## config.mk

```make
export PLATFORM = sky130hd
export DESIGN_NAME = length_prefixed_frame_loader
export DESIGN_NICKNAME = d
export VERILOG_FILES = /design/src/lpfl_pkg.sv /design/src/lpfl_front.sv /design/src/lpfl_queue.sv /design/src/lpfl_back.sv /design/src/length_prefixed_frame_loader.sv
export SDC_FILE = /design/constraint.sdc
export NUM_CORES = 1
export LEC_CHECK = 0
export BUFFER_PORTS_ARGS = -buffer_cell sky130_fd_sc_hd__buf_4
export CAP_MARGIN = 10
export CORE_ASPECT_RATIO = 0.75
export CORE_MARGIN = 4
export CORE_UTILIZATION = 30
export DETAILED_ROUTE_END_ITERATION = 10
export GPL_TIMING_DRIVEN = 0
export PLACE_DENSITY = 0.47
export SETUP_SLACK_MARGIN = 0.4
export SLEW_MARGIN = 20
export SYNTH_ARGS = -nofsm -noshare
export SYNTH_HDL_FRONTEND = slang
export SYNTH_SLANG_ARGS = --single-unit
```

## constraint.sdc

```tcl
create_clock -name clk -period 9.1 [get_ports clk]
set_input_delay 1.365 -clock clk [delete_from_list [all_inputs] [get_ports clk]]
set_output_delay 1.365 -clock clk [all_outputs]
set_load 0.02 [all_outputs]
```

## src/lpfl_pkg.sv

```systemverilog
`timescale 1ns / 1ps
// Shared types and constants for the length-prefixed frame loader.
// Used by lpfl_front, lpfl_queue, lpfl_back and the top level.
package lpfl_pkg;

	localparam int ADDR_BITS_DEF = 17;
	localparam int QUEUE_DEPTH   = 2;

	localparam int LEN_LIMIT_W   = 18;
	localparam int LOAD_BASE_W   = 17;
	localparam int CFG_DATA_W    = 18;
	localparam int CFG_INDEX_W   = 1;
	localparam int WADDR_W       = 17;
	localparam int INDEX_W       = 18;
	localparam int LENGTH_W      = 32;

	localparam logic [CFG_INDEX_W-1:0] REG_LEN_LIMIT = 1'd0;
	localparam logic [CFG_INDEX_W-1:0] REG_LOAD_BASE = 1'd1;

	localparam logic [LEN_LIMIT_W-1:0] LEN_LIMIT_RST = 18'd88576;
	localparam logic [LOAD_BASE_W-1:0] LOAD_BASE_RST = 17'h00400;

	typedef enum logic [1:0] {
		PH_HEADER  = 2'd0,
		PH_PAYLOAD = 2'd1,
		PH_CHECK   = 2'd2,
		PH_DONE    = 2'd3
	} phase_t;

	typedef enum logic [1:0] {
		ST_WAIT = 2'd0,
		ST_RECV = 2'd1,
		ST_OK   = 2'd2,
		ST_BAD  = 2'd3
	} status_t;

	// One classified byte, handed from the front to the back.
	typedef struct packed {
		logic                we;
		logic [7:0]          data;
		logic [INDEX_W-1:0]  index;
		status_t             status;
		logic                start;
	} q_entry_t;

endpackage

```

## src/lpfl_front.sv

```systemverilog
`timescale 1ns / 1ps
// Front end: accepts received bytes, tracks the frame state and classifies each byte.
// Depends on lpfl_pkg.
module lpfl_front
	import lpfl_pkg::*;
(
	input  logic                   clk,
	input  logic                   arst_n,
	input  logic                   in_valid,
	output logic                   in_ready,
	input  logic [7:0]             rx_byte,
	input  logic [LEN_LIMIT_W-1:0] len_limit,
	input  logic                   queue_full,
	output logic                   push,
	output q_entry_t               push_entry
);

	phase_t              phase_q, phase_n;
	logic [1:0]          header_count_q, header_count_n;
	logic [LENGTH_W-1:0] frame_length_q, frame_length_n;
	logic [INDEX_W-1:0]  payload_index_q, payload_index_n;
	logic [7:0]          running_sum_q, running_sum_n;
	status_t             final_status_q, final_status_n;

	assign in_ready = !queue_full;
	assign push     = in_valid && in_ready;

	always_ff @(posedge clk or negedge arst_n) begin
		if (!arst_n) begin
			phase_q         <= PH_HEADER;
			header_count_q  <= 2'd0;
			frame_length_q  <= '0;
			payload_index_q <= '0;
			running_sum_q   <= 8'd0;
			final_status_q  <= ST_WAIT;
		end else if (push) begin
			phase_q         <= phase_n;
			header_count_q  <= header_count_n;
			frame_length_q  <= frame_length_n;
			payload_index_q <= payload_index_n;
			running_sum_q   <= running_sum_n;
			final_status_q  <= final_status_n;
		end
	end

	always_comb begin
		phase_n         = phase_q;
		header_count_n  = header_count_q;
		frame_length_n  = frame_length_q;
		payload_index_n = payload_index_q;
		running_sum_n   = running_sum_q;
		final_status_n  = final_status_q;
		push_entry      = '0;
		case (phase_q)
			PH_HEADER: begin
				frame_length_n = frame_length_q
					| (LENGTH_W'(rx_byte) << {header_count_q, 3'b000});
				header_count_n = header_count_q + 2'd1;
				if (header_count_q == 2'd3) begin
					if (frame_length_n >= LENGTH_W'(len_limit)) begin
						phase_n        = PH_DONE;
						final_status_n = ST_BAD;
					end else begin
						phase_n        = (frame_length_n == '0) ? PH_CHECK : PH_PAYLOAD;
						final_status_n = ST_RECV;
					end
				end
			end
			PH_PAYLOAD: begin
				push_entry.we    = 1'b1;
				push_entry.data  = rx_byte;
				push_entry.index = payload_index_q;
				running_sum_n    = running_sum_q + rx_byte;
				payload_index_n  = payload_index_q + INDEX_W'(1);
				if (LENGTH_W'(payload_index_n) >= frame_length_q) begin
					phase_n = PH_CHECK;
				end
			end
			PH_CHECK: begin
				phase_n = PH_DONE;
				if (rx_byte == running_sum_q) begin
					final_status_n   = ST_OK;
					push_entry.start = 1'b1;
				end else begin
					final_status_n = ST_BAD;
				end
			end
			default: begin
			end
		endcase
		push_entry.status = final_status_n;
	end

	// A start pulse only comes with a good checksum.
	a_start_ok: assert property (@(posedge clk) disable iff (!arst_n)
		push && push_entry.start |-> push_entry.status == ST_OK && phase_q == PH_CHECK)
		else $error("start pulse without a matching checksum");

	// Stores happen only in the payload phase.
	a_we_payload: assert property (@(posedge clk) disable iff (!arst_n)
		push && push_entry.we |-> phase_q == PH_PAYLOAD && push_entry.status == ST_RECV)
		else $error("store outside the payload phase");

	// Once the frame has ended, the state machine never leaves the done phase.
	a_done_sticky: assert property (@(posedge clk) disable iff (!arst_n)
		phase_q == PH_DONE |=> phase_q == PH_DONE && $stable(final_status_q))
		else $error("frame state left the done phase");

endmodule

```

## src/lpfl_queue.sv

```systemverilog
`timescale 1ns / 1ps
// Short queue between the front end and the back end.
// Depends on lpfl_pkg.
module lpfl_queue
	import lpfl_pkg::*;
#(
	parameter int DEPTH = QUEUE_DEPTH
) (
	input  logic     clk,
	input  logic     arst_n,
	input  logic     push,
	input  q_entry_t push_entry,
	output logic     full,
	input  logic     pop,
	output logic     pop_valid,
	output q_entry_t pop_entry
);

	localparam int PTR_W = (DEPTH > 1) ? $clog2(DEPTH) : 1;
	localparam int CNT_W = $clog2(DEPTH + 1);

	q_entry_t          mem_q [DEPTH];
	logic [PTR_W-1:0]  wptr_q, rptr_q;
	logic [CNT_W-1:0]  count_q;
	logic              do_pop;

	assign full      = (count_q == CNT_W'(DEPTH));
	assign pop_valid = (count_q != '0);
	assign pop_entry = mem_q[rptr_q];
	assign do_pop    = pop && pop_valid;

	always_ff @(posedge clk) begin
		if (push) begin
			mem_q[wptr_q] <= push_entry;
		end
	end

	always_ff @(posedge clk or negedge arst_n) begin
		if (!arst_n) begin
			wptr_q  <= '0;
			rptr_q  <= '0;
			count_q <= '0;
		end else begin
			if (push) begin
				wptr_q <= (wptr_q == PTR_W'(DEPTH - 1)) ? '0 : wptr_q + 1'b1;
			end
			if (do_pop) begin
				rptr_q <= (rptr_q == PTR_W'(DEPTH - 1)) ? '0 : rptr_q + 1'b1;
			end
			if (push && !do_pop) begin
				count_q <= count_q + 1'b1;
			end else if (do_pop && !push) begin
				count_q <= count_q - 1'b1;
			end
		end
	end

endmodule

```

## src/lpfl_back.sv

```systemverilog
`timescale 1ns / 1ps
// Back end: forms the store address and holds the result in the output register.
// Depends on lpfl_pkg.
module lpfl_back
	import lpfl_pkg::*;
#(
	parameter int ADDR_BITS = ADDR_BITS_DEF
) (
	input  logic                   clk,
	input  logic                   arst_n,
	input  logic                   q_valid,
	input  q_entry_t               q_entry,
	output logic                   q_pop,
	input  logic [LOAD_BASE_W-1:0] load_base,
	output logic                   out_valid,
	input  logic                   out_ready,
	output logic                   write_enable,
	output logic [WADDR_W-1:0]     write_address,
	output logic [7:0]             write_data,
	output logic [1:0]             load_status,
	output logic                   start_program
);

	localparam logic [31:0] ADDR_MASK = 32'((64'd1 << ADDR_BITS) - 64'd1);

	logic        out_valid_q;
	logic [31:0] addr_sum;

	assign addr_sum  = (32'(load_base) + 32'(q_entry.index)) & ADDR_MASK;
	assign q_pop     = q_valid && (!out_valid_q || out_ready);
	assign out_valid = out_valid_q;

	always_ff @(posedge clk or negedge arst_n) begin
		if (!arst_n) begin
			out_valid_q <= 1'b0;
		end else if (q_pop) begin
			out_valid_q <= 1'b1;
		end else if (out_ready) begin
			out_valid_q <= 1'b0;
		end
	end

	always_ff @(posedge clk) begin
		if (q_pop) begin
			write_enable  <= q_entry.we;
			write_address <= q_entry.we ? addr_sum[WADDR_W-1:0] : '0;
			write_data    <= q_entry.data;
			load_status   <= q_entry.status;
			start_program <= q_entry.start;
		end
	end

endmodule

```

## src/length_prefixed_frame_loader.sv

```systemverilog
`timescale 1ns / 1ps
// Top level of the length-prefixed frame loader: configuration registers and wiring.
// Depends on lpfl_pkg, lpfl_front, lpfl_queue and lpfl_back.
//
// Usage: received bytes enter on the in_valid/in_ready channel, one per transaction.
// The first four bytes are a little-endian payload length, then come the payload
// bytes and one checksum byte (sum of the payload mod 256). Every input byte gives
// exactly one result transaction on out_valid/out_ready: a store request
// (write_enable, write_address, write_data) for payload bytes, the current
// load_status, and start_program on a matching checksum. Bytes after the end of a
// frame give results with no store and the final status.
// A result goes from the front end into the queue and then into the output register
// before it shows on out_valid. Throughput is one byte per cycle while the queue
// is not full: the front end updates the frame state on each accepted byte and a
// two-entry queue feeds the output register, so the input stays ready while a
// result waits. If the receiver stalls, the queue fills and in_ready drops once it
// holds two entries. Reset clears the frame state, empties the queue and restores
// the length limit to 88576 and load_base to 1024. The cfg_write port sets a
// register in the cycle it is high; cfg_index 0 is the length limit, 1 is load_base.
module length_prefixed_frame_loader
	import lpfl_pkg::*;
#(
	parameter int ADDR_BITS = ADDR_BITS_DEF
) (
	input  logic                   clk,
	input  logic                   arst_n,
	input  logic                   cfg_write,
	input  logic [CFG_INDEX_W-1:0] cfg_index,
	input  logic [CFG_DATA_W-1:0]  cfg_data,
	input  logic                   in_valid,
	output logic                   in_ready,
	input  logic [7:0]             rx_byte,
	output logic                   out_valid,
	input  logic                   out_ready,
	output logic                   write_enable,
	output logic [WADDR_W-1:0]     write_address,
	output logic [7:0]             write_data,
	output logic [1:0]             load_status,
	output logic                   start_program
);

	logic [LEN_LIMIT_W-1:0] len_limit_q;
	logic [LOAD_BASE_W-1:0] load_base_q;
	logic                   queue_full;
	logic                   push;
	q_entry_t               push_entry;
	logic                   q_valid;
	logic                   q_pop;
	q_entry_t               q_entry;

	always_ff @(posedge clk or negedge arst_n) begin
		if (!arst_n) begin
			len_limit_q <= LEN_LIMIT_RST;
			load_base_q <= LOAD_BASE_RST;
		end else if (cfg_write) begin
			case (cfg_index)
				REG_LEN_LIMIT: len_limit_q <= cfg_data[LEN_LIMIT_W-1:0];
				REG_LOAD_BASE: load_base_q <= cfg_data[LOAD_BASE_W-1:0];
				default: begin
				end
			endcase
		end
	end

	lpfl_front u_front (
		.clk        (clk),
		.arst_n     (arst_n),
		.in_valid   (in_valid),
		.in_ready   (in_ready),
		.rx_byte    (rx_byte),
		.len_limit  (len_limit_q),
		.queue_full (queue_full),
		.push       (push),
		.push_entry (push_entry)
	);

	lpfl_queue #(
		.DEPTH (QUEUE_DEPTH)
	) u_queue (
		.clk        (clk),
		.arst_n     (arst_n),
		.push       (push),
		.push_entry (push_entry),
		.full       (queue_full),
		.pop        (q_pop),
		.pop_valid  (q_valid),
		.pop_entry  (q_entry)
	);

	lpfl_back #(
		.ADDR_BITS (ADDR_BITS)
	) u_back (
		.clk           (clk),
		.arst_n        (arst_n),
		.q_valid       (q_valid),
		.q_entry       (q_entry),
		.q_pop         (q_pop),
		.load_base     (load_base_q),
		.out_valid     (out_valid),
		.out_ready     (out_ready),
		.write_enable  (write_enable),
		.write_address (write_address),
		.write_data    (write_data),
		.load_status   (load_status),
		.start_program (start_program)
	);

endmodule
```

### Yosys cells after proc, flatten, opt, wreduce, memory -nomap -nowiden

Memory sizes are Yosys's and may differ from the RTL's.
Index checks and enable logic that the tools add are counted.

* flip-flop bits (word level): 133
* ROM bits: 0
* input port bits: 32
* logic and storage cells: 79
* memories: 1
* latch bits: 0
* output and inout port bits: 31
* memory bits (writable): 60

* multiply operators: 0
* muxes and demuxes: 20
* $add $sub $neg: 8
* divide/modulo/power cells: 0
* shift operators: 1
* reduce and logical (&&, ||, !) cells: 21
* bitwise gates (word level): 2
* order comparisons: 2
* equality and inequality tests: 7

Memories
* u_queue.mem_q: depth 2, width 30, read ports 1, clocked after Yosys merged registers in 0, write ports 1, line lpfl_queue.sv:22 `q_entry_t mem_q [DEPTH];`

Operators with widths (number)
* >= comparator 18 x 32 -> 1 bit: 1
* >= comparator 32 x 18 -> 1 bit: 1
* logical NOT 32 bit: 1
* bitwise OR 32 bit: 1
* left shift 8 x 5 -> 32 bit: 1
* 2-to-1 mux 27 bit: 1
* adder 18 x 1 -> 18 bit (second input constant): 1
* adder 17 bit: 1
* 2-to-1 mux 2 bit: 8
* 2-to-1 mux 1 bit: 9
* adder 8 bit: 1
* equality test 8 bit: 1
* AND reduction 2 bit: 4
* equality test 2 bit (second input constant): 3
* case mux 2 bit (3 select lines): 1
* nonzero test 2 bit: 3
* logical AND 1 bit: 5
* adder 2 x 1 -> 2 bit (second input constant): 2
* logical NOT 1 bit: 4
* inequality test 2 x 1 -> 1 bit (second input constant): 2
* case mux 2 bit (2 select lines): 1
* AND reduction 4 bit: 1
* nonzero test 3 bit: 1
* adder 1 bit (second input constant): 2
* 5 further kinds: 5

### Longest topological paths before layout

* depth after elaboration: 7
* gate-level depth with buffers: 14
* mapped depth without buffers: 14

### Hierarchy

A second synthesis with hierarchy kept.

* cells, all modules: 840
* area total of the unflattened synthesis: 9968.3 µm²

Modules (own cells, without submodules)
* lpfl_front: area an instance 4448.0 µm², seq. area each 1601.5 µm², cells each 493, times used 1
* lpfl_queue: area an instance 2367.3 µm², seq. area each 1901.8 µm², cells each 109, times used 1
* lpfl_back: area an instance 1831.8 µm², seq. area each 895.9 µm², cells each 163, times used 1
* length_prefixed_frame_loader: area an instance 1321.3 µm², seq. area each 883.3 µm², cells each 75, times used 1

### Worst setup path before layout

Ideal clock, no wire load.

* kind: input-to-reg
* start: in in_valid
* end: mem u_queue.mem_q[0][0] (netlist bit), enable pin
* slack: 5.950 ns
* data arrival time: 2.735 ns
* data required time: 8.685 ns
* path buffers: 0
* library setup time: 0.415 ns
* stages on the path: 2
* path through: nand2_1 -> nor2_1

* cells in the longest elaborated chain, start to end: 3

Ends and longest elaborated chain
* from (decl): line length_prefixed_frame_loader.sv:30 `input logic in_valid,`
* logical AND 1 bit: line lpfl_front.sv:26 `assign push = in_valid && in_ready;`
* 2-to-1 mux 1 bit: line lpfl_queue.sv:33 `if (push) begin`
* 2-to-1 mux 1 bit (implied by the code): line lpfl_queue.sv:34 `mem_q[wptr_q] <= push_entry;`
* to (decl): line lpfl_queue.sv:22

Every way passes these cells.

### Final worst setup path

* start: reg u_queue.rptr_q
* end: reg u_back.write_address[13] (data pin)

* cells in the longest elaborated chain, start to end: 2

Ends and longest elaborated chain
* from (decl): line lpfl_queue.sv:23 `logic [PTR_W-1:0] wptr_q, rptr_q;`
* from (signal assigned): line lpfl_queue.sv:48 `rptr_q <= (rptr_q == PTR_W'(DEPTH - 1)) ? '0 : rptr_q + 1'b1;`
* memory read (2 x 30 bit) *
* adder 17 bit: line lpfl_back.sv:29 `assign addr_sum = (32'(load_base) + 32'(q_entry.index)) & ADDR_MASK;`
* to (signal assigned): line lpfl_back.sv:46 `write_address <= q_entry.we ? addr_sum[WADDR_W-1:0] : '0;`
* to (decl): line lpfl_back.sv:18 `output logic [WADDR_W-1:0] write_address,`

Every way passes the cells marked *; elsewhere a longest branch is shown, timed or not.
A chain may end at the register's enable or synchronous reset.

==> flow_summary.toml <==
[timing]
worst_pin_slew_ns = 0.724
fmaxAchievable_mhz = 259
fin_crit_sh = 0.424
rsz0062_at_grt = "no"
whs_ns = 0.459
drv_slew = 0
timing.final.crit_period_ns = 3.86
setup_viol = 0
fin_skew_ns = 0.0185
max_slew_margin = 0.517
finalSetupTns_ns = 0
final-hold-violation-count = 0

[power_and_ir_drop]
peakVddDrop_uv = 108
p_leak_nw = 5.07
p_per_area_nw_per_um2 = 257

[floorplan]
rows = 56
dieArea_sq_um = 35600
die-width_um = 216
fp.dieH_um = 164
floorplan.initialDensity = 0.309
fp.coreArea_sq_um = 31700
ios = 63

[drt]
ant_nets = 0
wl_met1_um = 13200
drt_drc_violations_left = 0
drtIter0Drc = 341
via_count = 6532
top_layer = "met4"
dr.pass1.iters = 4
wl_met2_um = 9970
vias_per_cell = 4.67
wl_per_cell_um = 17.2
route.met3.wl_um = 727
drt_wl_total_um = 24100

[setup_path]
arrival_ns = 4.10
critPathMaxFanout = 10
worst-r2r-cell-count = 11
worst_ep_required_time_ns = 9.34
path_buf_inv = 3
r2r_setup_slack_ns = 5.24
critPathCaptureType = "flip-flop"
worst_setup_path_start_kind = "flip-flop"
worst_path_largest_cell_delay_ns = 0.50
crit_cells = 11
worstSetupPathType = "flip-flop to flip-flop"
critPathSlowestCell = "buf_1"
path_cells = "buf_1 > buf_2 > mux2i_1 > inv_1 > ha_1 > a211oi_1 > o21ai_1 > a21oi_1 > o21a_1 > nor2_1 > a311oi_1"
crit_family = "compound AO/OA/AOI/OAI gates"

[cts]
holdBufCountCts = 0
worstSkewPairLatency_ns = 0.45
root_buffer = "clkbuf_16"
cts_tree = "yes"
cts_resized = 0
cts_buffers = 17
clk_pin_slew_ns = 0.07
clock-sinks = 191
htreeDepth = 4
clockBufferDepth = 2
cts_post_setup_buffers_inserted = 0

[global_routing]
grt_pass1_wl_um = 38600
antenna_found_initial = 0
grt_util_all_layers = 0.141
overflow = 0
grt_pass1_vias = 6590
grt_max_degree = 73

[yosys]
synth-edff-count = 87
syn_area_sq_um = 9780
synthCells = 867
synth.largest_area_cell = "edfxtp_1"
synth_top_area_share = 0.267
synthFlopType = "dfrtp_1"
yosys-top-cells-area = "edfxtp_1 (27%), dfrtp_1 (25%), ha_1 (8.4%)"
syn_area_per_cell_sq_um = 11.3
synthArstFlopShare = 0.545
synth-seq-cells = 191
synth_fp_nets = 967
ys_warn_count = 0
synth-seq-area-share = 0.534
synth_cell_types = 68

[placed_design]
routabilityCongestion = 0.794
io_buffers = 62
hpwl_um = 18000

[worst_hold_path]
hold_depth = 1
min_path_type = "flip-flop to flip-flop"

[run]
maxCapViolations = 0

[outcome]
status = "finished clean"

[layout]
drive_above_1_share = 0.187
syn_to_final_growth_pct = 17.8
finalNetCount = 1051
## synthesized netlist by cell type (24+ instances only)
| cell | instances |
|---|---|
| ha_1 | 66 |
| edfxtp_1 | 87 |
| mux2_2 | 44 |
| dfrtp_1 | 98 |
| and2_1 | 26 |
| xnor2_1 | 26 |
| a21oi_1 | 31 |
| nand2_1 | 101 |
| o21ai_0 | 45 |
| xor2_1 | 24 |
| inv_1 | 57 |
| nor2_1 | 44 |
## logic make-up after synthesis
family | count (synthesis) | share of synthesized area
buf+inv | 87 | 0.0362
flops | 191 | 0.534
xor+xnor | 50 | 0.0448
fa+ha+maj | 68 | 0.0885
mux | 50 | 0.0568
simple gates | 260 | 0.131
compound gates | 161 | 0.109
## final timing paths
| path | from | end |
|---|---|---|
| hold reg to reg | u_front.frame_length_q[29] | u_front.frame_length_q[29] |
| min in group asynchronous | arst_n | u_front.running_sum_q[4] |
| hold / removal | u_front.frame_length_q[29] | u_front.frame_length_q[29] |
| max in group asynchronous | arst_n | len_limit_q[11] |
| setup / recovery | u_queue.rptr_q | u_back.write_address[13] |
| setup reg to reg | u_queue.rptr_q | u_back.write_address[13] |
## cells in the final DEF (no fill, tap or decap), types with 7 or more instances in the layout
cell and count:
a21oi_1 31, mux2_2 44, and2_1 26, xnor2_1 26, nor3_1 8, xor2_1 24, nand4_1 12, o21ai_0 45
a211oi_1 7, edfxtp_1 87, nand2_1 101, and3_1 8, nor4_1 10, clkbuf_1 18, nor2_1 43, buf_4 61
inv_1 56, o21a_1 20, buf_2 10, ha_1 66, clkbuf_16 17, nand3_1 21, dfrtp_1 98, a21o_1 18
## worst reg2reg max path: stages, from the launching register on
cell and delay, ns:
dfrtp_1 0.41, buf_1 0.50, buf_2 0.45, mux2i_1 0.38, inv_1 0.08, ha_1 0.30, a211oi_1 0.40, o21ai_1 0.16
a21oi_1 0.35, o21a_1 0.30, nor2_1 0.06, a311oi_1 0.29
## cell type report
cell class / instances / area, sq um
Clock buffer: 20 / 447
Antenna cell: 1 / 2.50
Inverter: 58 / 218
Timing Repair Buffer: 65 / 537
Clock inverter: 12 / 206
Fill cell: 3212 / 20100
Buffer: 29 / 136
Sequential cell: 191 / 5220
Tap cell: 435 / 544
Multi-Input combinational cell: 589 / 4210
## where the power goes
part | internal [W] | total [W] | leakage [nW] | switching, W
combinational | 0.000383 | 0.000949 | 2.60 | 0.000567
clock | 0.000499 | 0.000842 | 0.316 | 0.000344
sequential | 0.00112 | 0.00118 | 2.15 | 0.0000521
## layer usage
layer / global-route usage / up-vias
li1: - / 3264
met1: 0.219 / 3174
met2: 0.200 / 80
met3: 0.0290 / 14
met4: 0.0334 / 0
met5: 0 / -
## state kept, by name, indices dropped and copies added (netlist names), 8 cells and up
name	count
len_limit_q	18
load_base_q	17
u_back.write_address	17
u_back.write_data	8
u_front.frame_length_q	32
u_front.payload_index_q	18
u_front.running_sum_q	8
u_queue.mem_q	58
## stage by stage
stage / cell area [sq um] / utilization / setup WS, ns / cells / total power [W]
finish: 11500 / 0.364 / 5.24 / 1400 / 0.00297
global route: 11500 / 0.364 / 4.84 / 1399 / 0.00315
CTS: 11500 / 0.364 / 5.18 / 1399 / 0.00301
detailed placement: 10900 / 0.343 / 5.22 / 1367 / 0.00216
global placement: 10800 / 0.341 / 4.85 / 1364 / 0.00213
floorplan: 9780 / - / 5.95 / 867 / 0.00182
(Power assumes the default switching activity.)
